[src/rtl/pidrt_pkg.sv]
// Package for the pid-keyed reference-counted handle table.
// Holds command, status and operation codes and the front-to-back work type.
// No dependencies.
`timescale 1ns / 1ps
`default_nettype none
package pidrt_pkg;

  localparam int HANDLE_W = 32;
  localparam int SIDX_W   = 8;
  localparam int SLOT_W   = 3;
  localparam int FREED_W  = 4;

  localparam logic [1:0] CMD_ACQUIRE = 2'd0;
  localparam logic [1:0] CMD_RELEASE = 2'd1;
  localparam logic [1:0] CMD_DESTROY = 2'd2;
  localparam logic [1:0] CMD_CHECK   = 2'd3;

  localparam logic [1:0] ST_OK        = 2'd0;
  localparam logic [1:0] ST_NO_SLOT   = 2'd1;
  localparam logic [1:0] ST_NOT_FOUND = 2'd2;
  localparam logic [1:0] ST_NO_ALLOC  = 2'd3;

  localparam logic [2:0] OP_NOP     = 3'd0;
  localparam logic [2:0] OP_NEW     = 3'd1;
  localparam logic [2:0] OP_ACQ     = 3'd2;
  localparam logic [2:0] OP_REL     = 3'd3;
  localparam logic [2:0] OP_DESTROY = 3'd4;
  localparam logic [2:0] OP_CHECK   = 3'd5;

  typedef struct packed {
    logic [2:0]          op;
    logic [1:0]          status;
    logic [SIDX_W-1:0]   idx;
    logic                set_owner;
    logic                bump;
    logic                clr_owner;
    logic [HANDLE_W-1:0] handle;
  } work_t;

endpackage
`default_nettype wire

[src/rtl/pidrt_queue.sv]
// Two-entry queue between the classify front and the execute back.
// Carries packed work requests; no package dependencies.
`timescale 1ns / 1ps
`default_nettype none
module pidrt_queue #(
  parameter int W = 8
) (
  input  wire logic         clk,
  input  wire logic         rst_n,
  input  wire logic         push,
  input  wire logic [W-1:0] push_data,
  input  wire logic         pop,
  output logic [W-1:0]      pop_data,
  output logic              empty,
  output logic              full
);

  logic [W-1:0] slot_q [2];
  logic         wr_ptr_r;
  logic         rd_ptr_r;
  logic [1:0]   cnt_r;
  logic [1:0]   cnt_nxt;

  assign empty    = (cnt_r == 2'd0);
  assign full     = (cnt_r == 2'd2);
  assign pop_data = slot_q[rd_ptr_r];

  always_comb begin
    cnt_nxt = cnt_r;
    if (push && !full && !(pop && !empty)) begin
      cnt_nxt = cnt_r + 2'd1;
    end else if (!(push && !full) && pop && !empty) begin
      cnt_nxt = cnt_r - 2'd1;
    end
  end

  always_ff @(posedge clk) begin
    if (!rst_n) begin
      wr_ptr_r <= 1'b0;
      rd_ptr_r <= 1'b0;
      cnt_r    <= 2'd0;
    end else begin
      cnt_r <= cnt_nxt;
      if (push && !full) begin
        wr_ptr_r <= ~wr_ptr_r;
      end
      if (pop && !empty) begin
        rd_ptr_r <= ~rd_ptr_r;
      end
    end
  end

  always_ff @(posedge clk) begin
    if (push && !full) begin
      slot_q[wr_ptr_r] <= push_data;
    end
  end

endmodule
`default_nettype wire

[src/rtl/pidrt_front.sv]
// Front of the handle table: takes a request, matches keys against all
// entries and classifies it into a work request. Uses pidrt_pkg.
`timescale 1ns / 1ps
`default_nettype none
module pidrt_front #(
  parameter int ENTRIES  = 8,
  parameter int PID_BITS = 22
) (
  input  wire logic                        clk,
  input  wire logic                        rst_n,
  input  wire logic                        start,
  output logic                             busy,
  input  wire logic [1:0]                  in_cmd,
  input  wire logic [PID_BITS-1:0]         in_key_pid,
  input  wire logic [PID_BITS-1:0]         in_caller_pid,
  input  wire logic [pidrt_pkg::SIDX_W-1:0] in_slot_index,
  input  wire logic                        in_alloc_ok,
  input  wire logic [pidrt_pkg::HANDLE_W-1:0] in_alloc_handle,
  input  wire logic [ENTRIES-1:0]          live,
  input  wire logic [ENTRIES-1:0]          holds,
  input  wire logic [ENTRIES*PID_BITS-1:0] keys,
  input  wire logic                        q_empty,
  output logic                             push,
  output pidrt_pkg::work_t                 push_work,
  output logic [PID_BITS-1:0]              push_pid
);

  localparam int IDX_W = (ENTRIES > 1) ? $clog2(ENTRIES) : 1;

  logic                              hold_r;
  logic [1:0]                        cmd_r;
  logic [PID_BITS-1:0]               key_r;
  logic [PID_BITS-1:0]               caller_r;
  logic [pidrt_pkg::SIDX_W-1:0]      sidx_r;
  logic                              aok_r;
  logic [pidrt_pkg::HANDLE_W-1:0]    ahandle_r;

  logic [PID_BITS-1:0] pid;
  logic [ENTRIES-1:0]  hit_vec;
  logic [IDX_W-1:0]    hit_idx;
  logic [IDX_W-1:0]    free_idx;
  logic                hit_any;
  logic                free_any;
  logic                is_owner;
  logic                holds_h;

  assign busy = hold_r;
  assign push = hold_r && q_empty;

  always_ff @(posedge clk) begin
    if (!rst_n) begin
      hold_r <= 1'b0;
    end else if (start && !hold_r) begin
      hold_r <= 1'b1;
    end else if (push) begin
      hold_r <= 1'b0;
    end
  end

  always_ff @(posedge clk) begin
    if (start && !hold_r) begin
      cmd_r     <= in_cmd;
      key_r     <= in_key_pid;
      caller_r  <= in_caller_pid;
      sidx_r    <= in_slot_index;
      aok_r     <= in_alloc_ok;
      ahandle_r <= in_alloc_handle;
    end
  end

  always_comb begin
    pid      = (key_r == '0) ? caller_r : key_r;
    is_owner = (pid == caller_r);
    hit_idx  = '0;
    free_idx = '0;
    for (int i = ENTRIES - 1; i >= 0; i--) begin
      hit_vec[i] = live[i] && (keys[i*PID_BITS +: PID_BITS] == pid);
      if (hit_vec[i]) begin
        hit_idx = IDX_W'(i);
      end
      if (!live[i]) begin
        free_idx = IDX_W'(i);
      end
    end
    hit_any  = |hit_vec;
    free_any = ~&live;
    holds_h  = holds[hit_idx];
  end

  always_comb begin
    push_work           = '0;
    push_work.op        = pidrt_pkg::OP_NOP;
    push_work.status    = pidrt_pkg::ST_OK;
    push_work.handle    = ahandle_r;
    push_pid            = caller_r;
    case (cmd_r)
      pidrt_pkg::CMD_ACQUIRE: begin
        if (hit_any) begin
          push_work.op  = pidrt_pkg::OP_ACQ;
          push_work.idx = pidrt_pkg::SIDX_W'(hit_idx);
          if (is_owner) begin
            push_work.set_owner = !holds_h;
            push_work.bump      = !holds_h;
          end else begin
            push_work.bump = 1'b1;
          end
        end else if (key_r != '0) begin
          push_work.status = pidrt_pkg::ST_NOT_FOUND;
        end else if (!free_any) begin
          push_work.status = pidrt_pkg::ST_NO_SLOT;
        end else if (!aok_r) begin
          push_work.status = pidrt_pkg::ST_NO_ALLOC;
        end else begin
          push_work.op  = pidrt_pkg::OP_NEW;
          push_work.idx = pidrt_pkg::SIDX_W'(free_idx);
        end
      end
      pidrt_pkg::CMD_RELEASE: begin
        if (!hit_any) begin
          push_work.status = pidrt_pkg::ST_NOT_FOUND;
        end else begin
          push_work.idx = pidrt_pkg::SIDX_W'(hit_idx);
          if (is_owner && !holds_h) begin
            push_work.op = pidrt_pkg::OP_NOP;
          end else begin
            push_work.op        = pidrt_pkg::OP_REL;
            push_work.clr_owner = is_owner;
          end
        end
      end
      pidrt_pkg::CMD_DESTROY: begin
        push_work.op = pidrt_pkg::OP_DESTROY;
      end
      pidrt_pkg::CMD_CHECK: begin
        if (sidx_r < pidrt_pkg::SIDX_W'(ENTRIES)) begin
          push_work.op  = pidrt_pkg::OP_CHECK;
          push_work.idx = sidx_r;
        end
      end
      default: begin
        push_work.op = pidrt_pkg::OP_NOP;
      end
    endcase
  end

endmodule
`default_nettype wire

[src/rtl/pidrt_back.sv]
// Back of the handle table: holds the entry state and the handle memory,
// carries out one work request per cycle and registers the result. Uses pidrt_pkg.
`timescale 1ns / 1ps
`default_nettype none
module pidrt_back #(
  parameter int ENTRIES    = 8,
  parameter int COUNT_BITS = 16,
  parameter int PID_BITS   = 22
) (
  input  wire logic                           clk,
  input  wire logic                           rst_n,
  input  wire logic                           pop,
  input  wire pidrt_pkg::work_t               work,
  input  wire logic [PID_BITS-1:0]            work_pid,
  input  wire logic                           rd_en,
  input  wire logic [pidrt_pkg::SIDX_W-1:0]   rd_idx,
  output logic [ENTRIES-1:0]                  live,
  output logic [ENTRIES-1:0]                  holds,
  output logic [ENTRIES*PID_BITS-1:0]         keys,
  output logic                                out_valid,
  output logic [1:0]                          out_status,
  output logic [pidrt_pkg::SLOT_W-1:0]        out_slot,
  output logic [pidrt_pkg::HANDLE_W-1:0]      out_chunk_handle,
  output logic                                out_chunk_valid,
  output logic                                out_free_request,
  output logic                                out_in_use,
  output logic                                out_aggregate_metrics,
  output logic [pidrt_pkg::FREED_W-1:0]       out_freed_count,
  output logic                                out_count_saturated
);

  localparam int IDX_W = (ENTRIES > 1) ? $clog2(ENTRIES) : 1;
  localparam int CNT_W = $clog2(ENTRIES + 1);
  localparam logic [COUNT_BITS-1:0] CNT_MAX = {COUNT_BITS{1'b1}};
  localparam logic [COUNT_BITS-1:0] CNT_ONE = COUNT_BITS'(1);

  logic [PID_BITS-1:0]           key_r [ENTRIES];
  logic [COUNT_BITS-1:0]         cnt_r [ENTRIES];
  logic [ENTRIES-1:0]            holds_r;
  logic [pidrt_pkg::HANDLE_W-1:0] hnd_mem [ENTRIES];
  logic [pidrt_pkg::HANDLE_W-1:0] hnd_rd_r;

  logic [IDX_W-1:0]       idx;
  logic [COUNT_BITS-1:0]  cnt_cur;
  logic [COUNT_BITS-1:0]  cnt_inc;
  logic [COUNT_BITS-1:0]  cnt_dec;
  logic [CNT_W-1:0]       live_n;
  logic [CNT_W+3:0]       freed_ext;

  logic                           valid_r;
  logic [1:0]                     status_r,  status_nxt;
  logic [pidrt_pkg::SLOT_W-1:0]   slot_r,    slot_nxt;
  logic [pidrt_pkg::HANDLE_W-1:0] handle_r,  handle_nxt;
  logic                           cvalid_r,  cvalid_nxt;
  logic                           free_r,    free_nxt;
  logic                           inuse_r,   inuse_nxt;
  logic                           agg_r,     agg_nxt;
  logic [pidrt_pkg::FREED_W-1:0]  freed_r,   freed_nxt;
  logic                           sat_r,     sat_nxt;

  assign idx     = work.idx[IDX_W-1:0];
  assign cnt_cur = cnt_r[idx];
  assign cnt_inc = (cnt_cur == CNT_MAX) ? cnt_cur : cnt_cur + CNT_ONE;
  assign cnt_dec = cnt_cur - CNT_ONE;
  assign holds   = holds_r;

  always_comb begin
    live_n = '0;
    for (int i = 0; i < ENTRIES; i++) begin
      live[i]                          = (cnt_r[i] != '0);
      keys[i*PID_BITS +: PID_BITS]     = key_r[i];
      live_n                           = live_n + CNT_W'(live[i]);
    end
    freed_ext = {4'b0000, live_n};
  end

  always_comb begin
    status_nxt = work.status;
    slot_nxt   = work.idx[pidrt_pkg::SLOT_W-1:0];
    handle_nxt = '0;
    cvalid_nxt = 1'b0;
    free_nxt   = 1'b0;
    inuse_nxt  = 1'b0;
    agg_nxt    = 1'b0;
    freed_nxt  = '0;
    sat_nxt    = 1'b0;
    case (work.op)
      pidrt_pkg::OP_NEW: begin
        handle_nxt = work.handle;
        cvalid_nxt = 1'b1;
        sat_nxt    = (CNT_ONE == CNT_MAX);
      end
      pidrt_pkg::OP_ACQ: begin
        handle_nxt = hnd_rd_r;
        cvalid_nxt = 1'b1;
        sat_nxt    = work.bump && (cnt_inc == CNT_MAX);
      end
      pidrt_pkg::OP_REL: begin
        agg_nxt = work.clr_owner;
        if (cnt_dec == '0) begin
          handle_nxt = hnd_rd_r;
          cvalid_nxt = 1'b1;
          free_nxt   = 1'b1;
        end
      end
      pidrt_pkg::OP_DESTROY: begin
        freed_nxt = freed_ext[pidrt_pkg::FREED_W-1:0];
      end
      pidrt_pkg::OP_CHECK: begin
        inuse_nxt = holds_r[idx];
      end
      default: begin
        status_nxt = work.status;
      end
    endcase
  end

  always_ff @(posedge clk) begin
    if (!rst_n) begin
      holds_r <= '0;
      valid_r <= 1'b0;
      for (int i = 0; i < ENTRIES; i++) begin
        key_r[i] <= '0;
        cnt_r[i] <= '0;
      end
    end else begin
      valid_r <= pop;
      if (pop) begin
        case (work.op)
          pidrt_pkg::OP_NEW: begin
            key_r[idx]   <= work_pid;
            holds_r[idx] <= 1'b1;
            cnt_r[idx]   <= CNT_ONE;
          end
          pidrt_pkg::OP_ACQ: begin
            if (work.set_owner) begin
              holds_r[idx] <= 1'b1;
            end
            if (work.bump) begin
              cnt_r[idx] <= cnt_inc;
            end
          end
          pidrt_pkg::OP_REL: begin
            if (work.clr_owner) begin
              holds_r[idx] <= 1'b0;
            end
            cnt_r[idx] <= cnt_dec;
            if (cnt_dec == '0) begin
              key_r[idx] <= '0;
            end
          end
          pidrt_pkg::OP_DESTROY: begin
            for (int i = 0; i < ENTRIES; i++) begin
              cnt_r[i] <= '0;
            end
          end
          default: begin
          end
        endcase
      end
    end
  end

  always_ff @(posedge clk) begin
    if (pop && (work.op == pidrt_pkg::OP_NEW)) begin
      hnd_mem[idx] <= work.handle;
    end
    if (rd_en) begin
      hnd_rd_r <= hnd_mem[rd_idx[IDX_W-1:0]];
    end
  end

  always_ff @(posedge clk) begin
    if (pop) begin
      status_r <= status_nxt;
      slot_r   <= slot_nxt;
      handle_r <= handle_nxt;
      cvalid_r <= cvalid_nxt;
      free_r   <= free_nxt;
      inuse_r  <= inuse_nxt;
      agg_r    <= agg_nxt;
      freed_r  <= freed_nxt;
      sat_r    <= sat_nxt;
    end
  end

  assign out_valid             = valid_r;
  assign out_status            = status_r;
  assign out_slot              = slot_r;
  assign out_chunk_handle      = handle_r;
  assign out_chunk_valid       = cvalid_r;
  assign out_free_request      = free_r;
  assign out_in_use            = inuse_r;
  assign out_aggregate_metrics = agg_r;
  assign out_freed_count       = freed_r;
  assign out_count_saturated   = sat_r;

endmodule
`default_nettype wire

[src/rtl/pid_refcount_handle_table_top.sv]
// Top level of the pid-keyed reference-counted handle table.
// Ties pidrt_front, pidrt_queue and pidrt_back together; uses pidrt_pkg.
//
// Usage:
//   Request channel: drive in_* and raise start; the request is taken at a
//   rising edge where start is high and busy is low.
//   Result channel: exactly one result per request, shown for one cycle
//   with out_valid high. The receiver cannot stall; sample on out_valid.
//   Flow: busy stays high until the request is pushed. The front holds a request for
//   its key match cycle, and the back does the read-modify-write of the
//   entry state in the next; the front classifies a request only once the
//   queue is empty, so every lookup sees the state the previous request
//   left behind.
//   Reset: synchronous, active low. All entries come up free with zero
//   counts and clear owner flags; no clearing pass is needed, so a request
//   may be given in the first cycle after reset.
`timescale 1ns / 1ps
`default_nettype none
module pid_refcount_handle_table_top #(
  parameter int ENTRIES    = 8,
  parameter int COUNT_BITS = 16,
  parameter int PID_BITS   = 22
) (
  input  wire logic                             clk,
  input  wire logic                             rst_n,
  input  wire logic                             start,
  output logic                                  busy,
  input  wire logic [1:0]                       in_cmd,
  input  wire logic [PID_BITS-1:0]              in_key_pid,
  input  wire logic [PID_BITS-1:0]              in_caller_pid,
  input  wire logic [pidrt_pkg::SIDX_W-1:0]     in_slot_index,
  input  wire logic                             in_alloc_ok,
  input  wire logic [pidrt_pkg::HANDLE_W-1:0]   in_alloc_handle,
  output logic                                  out_valid,
  output logic [1:0]                            out_status,
  output logic [pidrt_pkg::SLOT_W-1:0]          out_slot,
  output logic [pidrt_pkg::HANDLE_W-1:0]        out_chunk_handle,
  output logic                                  out_chunk_valid,
  output logic                                  out_free_request,
  output logic                                  out_in_use,
  output logic                                  out_aggregate_metrics,
  output logic [pidrt_pkg::FREED_W-1:0]         out_freed_count,
  output logic                                  out_count_saturated
);

  localparam int QW = $bits(pidrt_pkg::work_t) + PID_BITS;

  logic [ENTRIES-1:0]          live;
  logic [ENTRIES-1:0]          holds;
  logic [ENTRIES*PID_BITS-1:0] keys;
  logic                        q_empty;
  logic                        q_full;
  logic                        push;
  pidrt_pkg::work_t            push_work;
  logic [PID_BITS-1:0]         push_pid;
  logic [QW-1:0]               pop_data;
  pidrt_pkg::work_t            pop_work;
  logic [PID_BITS-1:0]         pop_pid;
  logic                        pop;

  assign pop      = !q_empty;
  assign pop_work = pidrt_pkg::work_t'(pop_data[QW-1:PID_BITS]);
  assign pop_pid  = pop_data[PID_BITS-1:0];

  pidrt_front #(
    .ENTRIES  (ENTRIES),
    .PID_BITS (PID_BITS)
  ) u_front (
    .clk             (clk),
    .rst_n           (rst_n),
    .start           (start),
    .busy            (busy),
    .in_cmd          (in_cmd),
    .in_key_pid      (in_key_pid),
    .in_caller_pid   (in_caller_pid),
    .in_slot_index   (in_slot_index),
    .in_alloc_ok     (in_alloc_ok),
    .in_alloc_handle (in_alloc_handle),
    .live            (live),
    .holds           (holds),
    .keys            (keys),
    .q_empty         (q_empty),
    .push            (push),
    .push_work       (push_work),
    .push_pid        (push_pid)
  );

  pidrt_queue #(
    .W (QW)
  ) u_queue (
    .clk       (clk),
    .rst_n     (rst_n),
    .push      (push),
    .push_data ({push_work, push_pid}),
    .pop       (pop),
    .pop_data  (pop_data),
    .empty     (q_empty),
    .full      (q_full)
  );

  pidrt_back #(
    .ENTRIES    (ENTRIES),
    .COUNT_BITS (COUNT_BITS),
    .PID_BITS   (PID_BITS)
  ) u_back (
    .clk                   (clk),
    .rst_n                 (rst_n),
    .pop                   (pop),
    .work                  (pop_work),
    .work_pid              (pop_pid),
    .rd_en                 (push),
    .rd_idx                (push_work.idx),
    .live                  (live),
    .holds                 (holds),
    .keys                  (keys),
    .out_valid             (out_valid),
    .out_status            (out_status),
    .out_slot              (out_slot),
    .out_chunk_handle      (out_chunk_handle),
    .out_chunk_valid       (out_chunk_valid),
    .out_free_request      (out_free_request),
    .out_in_use            (out_in_use),
    .out_aggregate_metrics (out_aggregate_metrics),
    .out_freed_count       (out_freed_count),
    .out_count_saturated   (out_count_saturated)
  );

  a_accept_then_busy: assert property (@(posedge clk) disable iff (!rst_n)
    (start && !busy) |=> busy)
    else $error("accepted request did not raise busy");

  a_push_never_full: assert property (@(posedge clk) disable iff (!rst_n)
    push |-> !q_full)
    else $error("push into a full queue");

  a_pop_then_result: assert property (@(posedge clk) disable iff (!rst_n)
    pop |=> out_valid)
    else $error("executed request gave no result");

  a_free_has_handle: assert property (@(posedge clk) disable iff (!rst_n)
    (out_valid && out_free_request) |->
      (out_chunk_valid && (out_status == pidrt_pkg::ST_OK)))
    else $error("free request without a valid handle");

endmodule
`default_nettype wire

[config.mk]
export PLATFORM = sky130hd
export DESIGN_NAME = pid_refcount_handle_table_top
export DESIGN_NICKNAME = d
export VERILOG_FILES = /design/src/rtl/pidrt_pkg.sv /design/src/rtl/pidrt_queue.sv /design/src/rtl/pidrt_front.sv /design/src/rtl/pidrt_back.sv /design/src/rtl/pid_refcount_handle_table_top.sv
export SDC_FILE = /design/constraint.sdc
export NUM_CORES = 1
export LEC_CHECK = 0
export ABC_AREA = 0
export ABC_CLOCK_PERIOD_IN_PS = 4600
export BUFFER_PORTS_ARGS = -buffer_cell sky130_fd_sc_hd__buf_4
export CAP_MARGIN = 40
export CORE_MARGIN = 8
export CORE_UTILIZATION = 35
export DETAILED_ROUTE_END_ITERATION = 12
export PLACE_DENSITY_LB_ADDON = 0.15
export SLEW_MARGIN = 20
export SYNTH_ARGS = -nofsm -noshare
export SYNTH_HDL_FRONTEND = slang
export SYNTH_HIERARCHICAL = 1
export SYNTH_SLANG_ARGS = --single-unit
[constraint.sdc]
create_clock -name clk -period 4.6 [get_ports clk]
set_clock_uncertainty 0.05 [all_clocks]
set_input_delay 0.46 -clock clk [delete_from_list [all_inputs] [get_ports clk]]
set_output_delay 0.46 -clock clk [all_outputs]
set_load 0.01 [all_outputs]
Word-level counts from Yosys, hierarchy flattened --
Memories as Yosys holds them, arrays and structs flattened. A register that Yosys moved wholly into a read port is not among the register bits. Cells that the tools add are included. Widths: inputs -> output; s select.
Word-level totals: input bits 90, memory bits (writable) 700, memories kept 4, output and inout port bits 48, register bits after elaboration 147
Cells by class: bitwise operators 17, $lt $le $gt $ge 4, $add $sub $neg 11, multiplexer cells 108, equal/unequal tests 22, reduce and logical (&&, ||, !) cells 45
Memories:
- u_back.hnd_mem | depth 8, width 32, rd ports 1, clocked after memory_dff 1, wr ports 1, RTL line pidrt_back.sv:40 | logic [pidrt_pkg::HANDLE_W-1:0] hnd_mem [ENTRIES];
- u_back.key_r | depth 8, width 22, rd ports 8, clocked after memory_dff 0, wr ports 8, RTL line pidrt_back.sv:37 | logic [PID_BITS-1:0] key_r [ENTRIES];
- u_queue.slot_q | depth 2, width 70, rd ports 1, clocked after memory_dff 1, wr ports 1, RTL line pidrt_queue.sv:18 | logic [W-1:0] slot_q [2];
- u_back.cnt_r | depth 8, width 16, rd ports 9, clocked after memory_dff 0, wr ports 8, RTL line pidrt_back.sv:38 | logic [COUNT_BITS-1:0] cnt_r [ENTRIES];
Operator list (number):
- $eq 22x22->1 | 9
- $mux 16 | 12
- $reduce_bool 16->1 | 8
- $pmux 32 s3 | 1
- $mux 3 | 26
- $mux 22 | 3
- $pmux 8 s3 | 2
- $mux 1 | 42
- $eq 16x16->1 const B | 2
- $mux 32 | 1
- $mux 8 | 4
- $add 4x1->4 | 6
- $logic_not 22->1 | 1
- $mux 2 | 11
- $reduce_bool 22->1 | 1
- $reduce_or 22->1 | 1
- $logic_and 1x1->1 | 18
- $add 16x1->16 const B | 1
- $logic_not 16->1 | 1
- $reduce_or 16->1 | 1
- $sub 16x1->16 const B | 1
- $pmux 3 s4 | 1
- $or 1x1->1 | 11
- $and 8x8->8 | 1
- other kinds (27) | 42

Longest topological paths before layout --
word-level depth 19, gate-level depth with buffers 19, depth with buffers taken out 15

Cells and area by module --
Netlist, hierarchy kept.
By module, submodules not included:
- pidrt_back | times used 1, cells an instance 1687, area each 26676.8 µm²
- pidrt_front | times used 1, cells an instance 1122, area each 9246.4 µm²
- pidrt_queue | times used 1, cells an instance 245, area each 5320.1 µm²
- pid_refcount_handle_table_top | times used 1, cells an instance 1, area each 3.8 µm²

Least setup slack after synthesis --
No wires, ideal clock.
path kind register to register, from register u_front.key_r[2], to register u_back/hnd_rd_r[10] in the netlist's numbering, read port of u_back.hnd_mem (data pin), cell stages (with the launch flop) 18, arrival time 4.830 ns, path slack -0.540 ns, buffers on the path 5, setup time 0.260 ns, clock period less this slack 5.140 ns, required time 4.290 ns, cells stage by stage edfxtp_1 > or4_1 > buf_6 > nor2_8 > buf_2 > buf_2 > a21boi_0 > a31o_2 > nand4b_1 > nand4b_1 > o21ai_1 > nor4_1 > a32oi_1 > o21ai_0 > clkbuf_1 > buf_1 > mux4_2 > mux2_2
RTL lines:
- from (decl) | RTL line pidrt_front.sv:32 | logic [PID_BITS-1:0] key_r;
- from (signal assigned) | RTL line pidrt_front.sv:63 | key_r <= in_key_pid;
- to (decl) | RTL line pidrt_back.sv:41 | logic [pidrt_pkg::HANDLE_W-1:0] hnd_rd_r;

==> metrics.yaml <==
total_power_mw: 19.5
drv_cap: 0
drt_pass1_iterations: 5
die_w_um: 358
hold_start: "rst_n"
antenna_found_initial: 12
area_growth_pct: 31.2
status: "finished with violations"
dieArea_um2: 128000
grt_max_degree: 67
syn_inst: 3034
drcViolationCount: 0
drt-initial-drc-count: 3642
wl_per_cell_um: 32.1
cp_common_cell: "buf_4"
wirelength_mm: 175
rsz0062_at_grt: "true"
cts-root-buf: "clkbuf_16"
postRouteAntennaNets: 0
gp_congestion: 1.05
clockBufferDepth: 3
final_common_cell: "edfxtp_1"
highest_layer: "met5"
nets: 3933
relSlewSlack_pct: 44.0
ys_warn_count: 6
syn_area_um2: 40800
endpoint_kind: "flop"
whs_path_depth: 2
hold_viol: 0
wl_met2_mm: 77.9
cp_slowest_cell: "mux4_2"
fp-row-count: 125
dp.cells: 5129
route.met3.wl_mm: 14.8
grt_usage_pct: 26.6
grt_pass1_wl_mm: 244
path_cells: "buf_4, buf_4, buf_4, nor2b_1, a2111oi_0, nand4_1, or4_1, a211oi_2, nand4_1, o211ai_1, nand2_1, nand2_1, a32oi_2, o21ai_4, buf_12, buf_16, clkbuf_16, mux4_2, mux2_4"
final_cells: 5441
io_pins: 138
max_freq_ghz: 0.202
final_core_util_pct: 46.2
grt_pass1_vias: 32100
cts_made_buffers: 96
crit_fanout: 7
drive_above_1_share_pct: 31.9
finalMaxSlewViolations: 0
worstMarginPinSlew_ns: 0.838
r2r-start: "u_front/key_r[18]"
synth_nets: 3134
setup_ws_ns: -0.344
reg2reg_depth: 19
via_count: 31900
avgSynthCellArea_um2: 13.5
crit_type: "reg2reg"
path_clk_slew_ns: 0.06
power_leakage_nw: 18.6
design.core.area_um2: 116000
power_density_nw_per_um2: 363
setup_violations: 32
ir_drop_mv: 0.273
cp.arrival_ns: 5.31
fin_crit_ns: 4.94
fin_crit_sh_pct: 107
layout_common_cells: "edfxtp_1 (855), buf_4 (695), nor2_1 (329)"
htree_levels: 3
dp_hpwl_mm: 129
cpPeakStageDelay_ns: 0.50
min_path_type: "in2reg"
crit_start: "u_front/key_r[18]"
die_y_um: 358
cts_tree: "built"
start_util_pct: 35.2
clkSinkCount: 870
start_kind: "flop"
insertion_delay_ns: 0.69
crit_required_ns: 4.96
violations: "setup timing"
overflow: 0
wl_met1_mm: 74.7
portBuffers: 137
vias_per_cell: 5.87
what timing repair did:
| action | CTS | global route |
|---|---|---|
| gates cloned | 2 | 8 |
| setup endpoints to repair | 36 | 111 |
| buffers inserted | 27 | 7 |
| gates resized for setup | 62 | 52 |
| hold endpoints to repair | 87 | 0 |
| pin swaps | 9 | 16 |
| hold buffers | 87 | 0 |
critical path: cells and delay by family, from the launching register on:
| kind | cells | cell delay [ns] |
|---|---|---|
| AOI/OAI and AO/OA | 5 | 1.10 |
| DFF | 1 | 0.43 |
| muxes | 2 | 0.77 |
| and+or+nand+nor | 6 | 1.29 |
| buffers and inverters | 6 | 1.01 |
power breakdown:
part / total [mW] / switching (mW) / internal, mW
registers: 9.26 / 0.202 / 9.06
clock network: 7.77 / 3.28 / 4.49
logic: 2.44 / 1.51 / 0.936
path summary, 6_finish.rpt:
check                                to  slack (ns)
setup / recovery    u_back/hnd_rd_r[11]       -0.34
hold / removal                     flop        0.14
setup reg to reg    u_back/hnd_rd_r[11]       -0.34
hold reg to reg   u_queue/slot_q[1][46]        0.40
stage by stage:
stage	setup WS, ns	instance area [um^2]	setup TNS, ns	hold WS (ns)
floorplan	-0.115	40900	-7.59	0.371
global placement	-0.480	48300	-15.12	0.373
detailed placement	-0.527	48400	-16.20	0.381
CTS	-0.169	53100	-4.32	0.0860
global route	-0.443	53600	-13.23	0.119
finish	-0.344	53600	-9.77	0.138
state kept, by name, summed over array words and instances (netlist names), 2 cells and up, named ones only:
name,flops
u_back/hnd_mem,256
u_back/key_r,176
u_queue/slot_q,130
u_back/cnt_r,128
u_back/hnd_rd_r,32
u_back/out_chunk_handle,32
u_front/ahandle_r,32
u_front/key_r,22
u_front/push_pid,22
u_front/sidx_r,8
u_back/out_freed_count,4
u_back/out_slot,3
u_back/out_status,2
u_front/cmd_r,2
u_queue/cnt_r,2
cell type report:
class                   count  area, um^2
repair buffers            866        7740
multi-input cells        1922       14500
flip-flops and latches    870       26000
well taps                1524        1910
clock inverters            51         524
inverters                  77         290
diodes                      5        12.5
fillers                 10400       62500
clock buffers             126        2630
layer usage:
layer,global-route usage [%],up-vias
met1,37.1,16300
met3,5.00,331
met4,10.2,4
li1,-,13600
met2,41.1,1637
met5,0,-
Note: power is estimated with default switching activity, not from simulation.
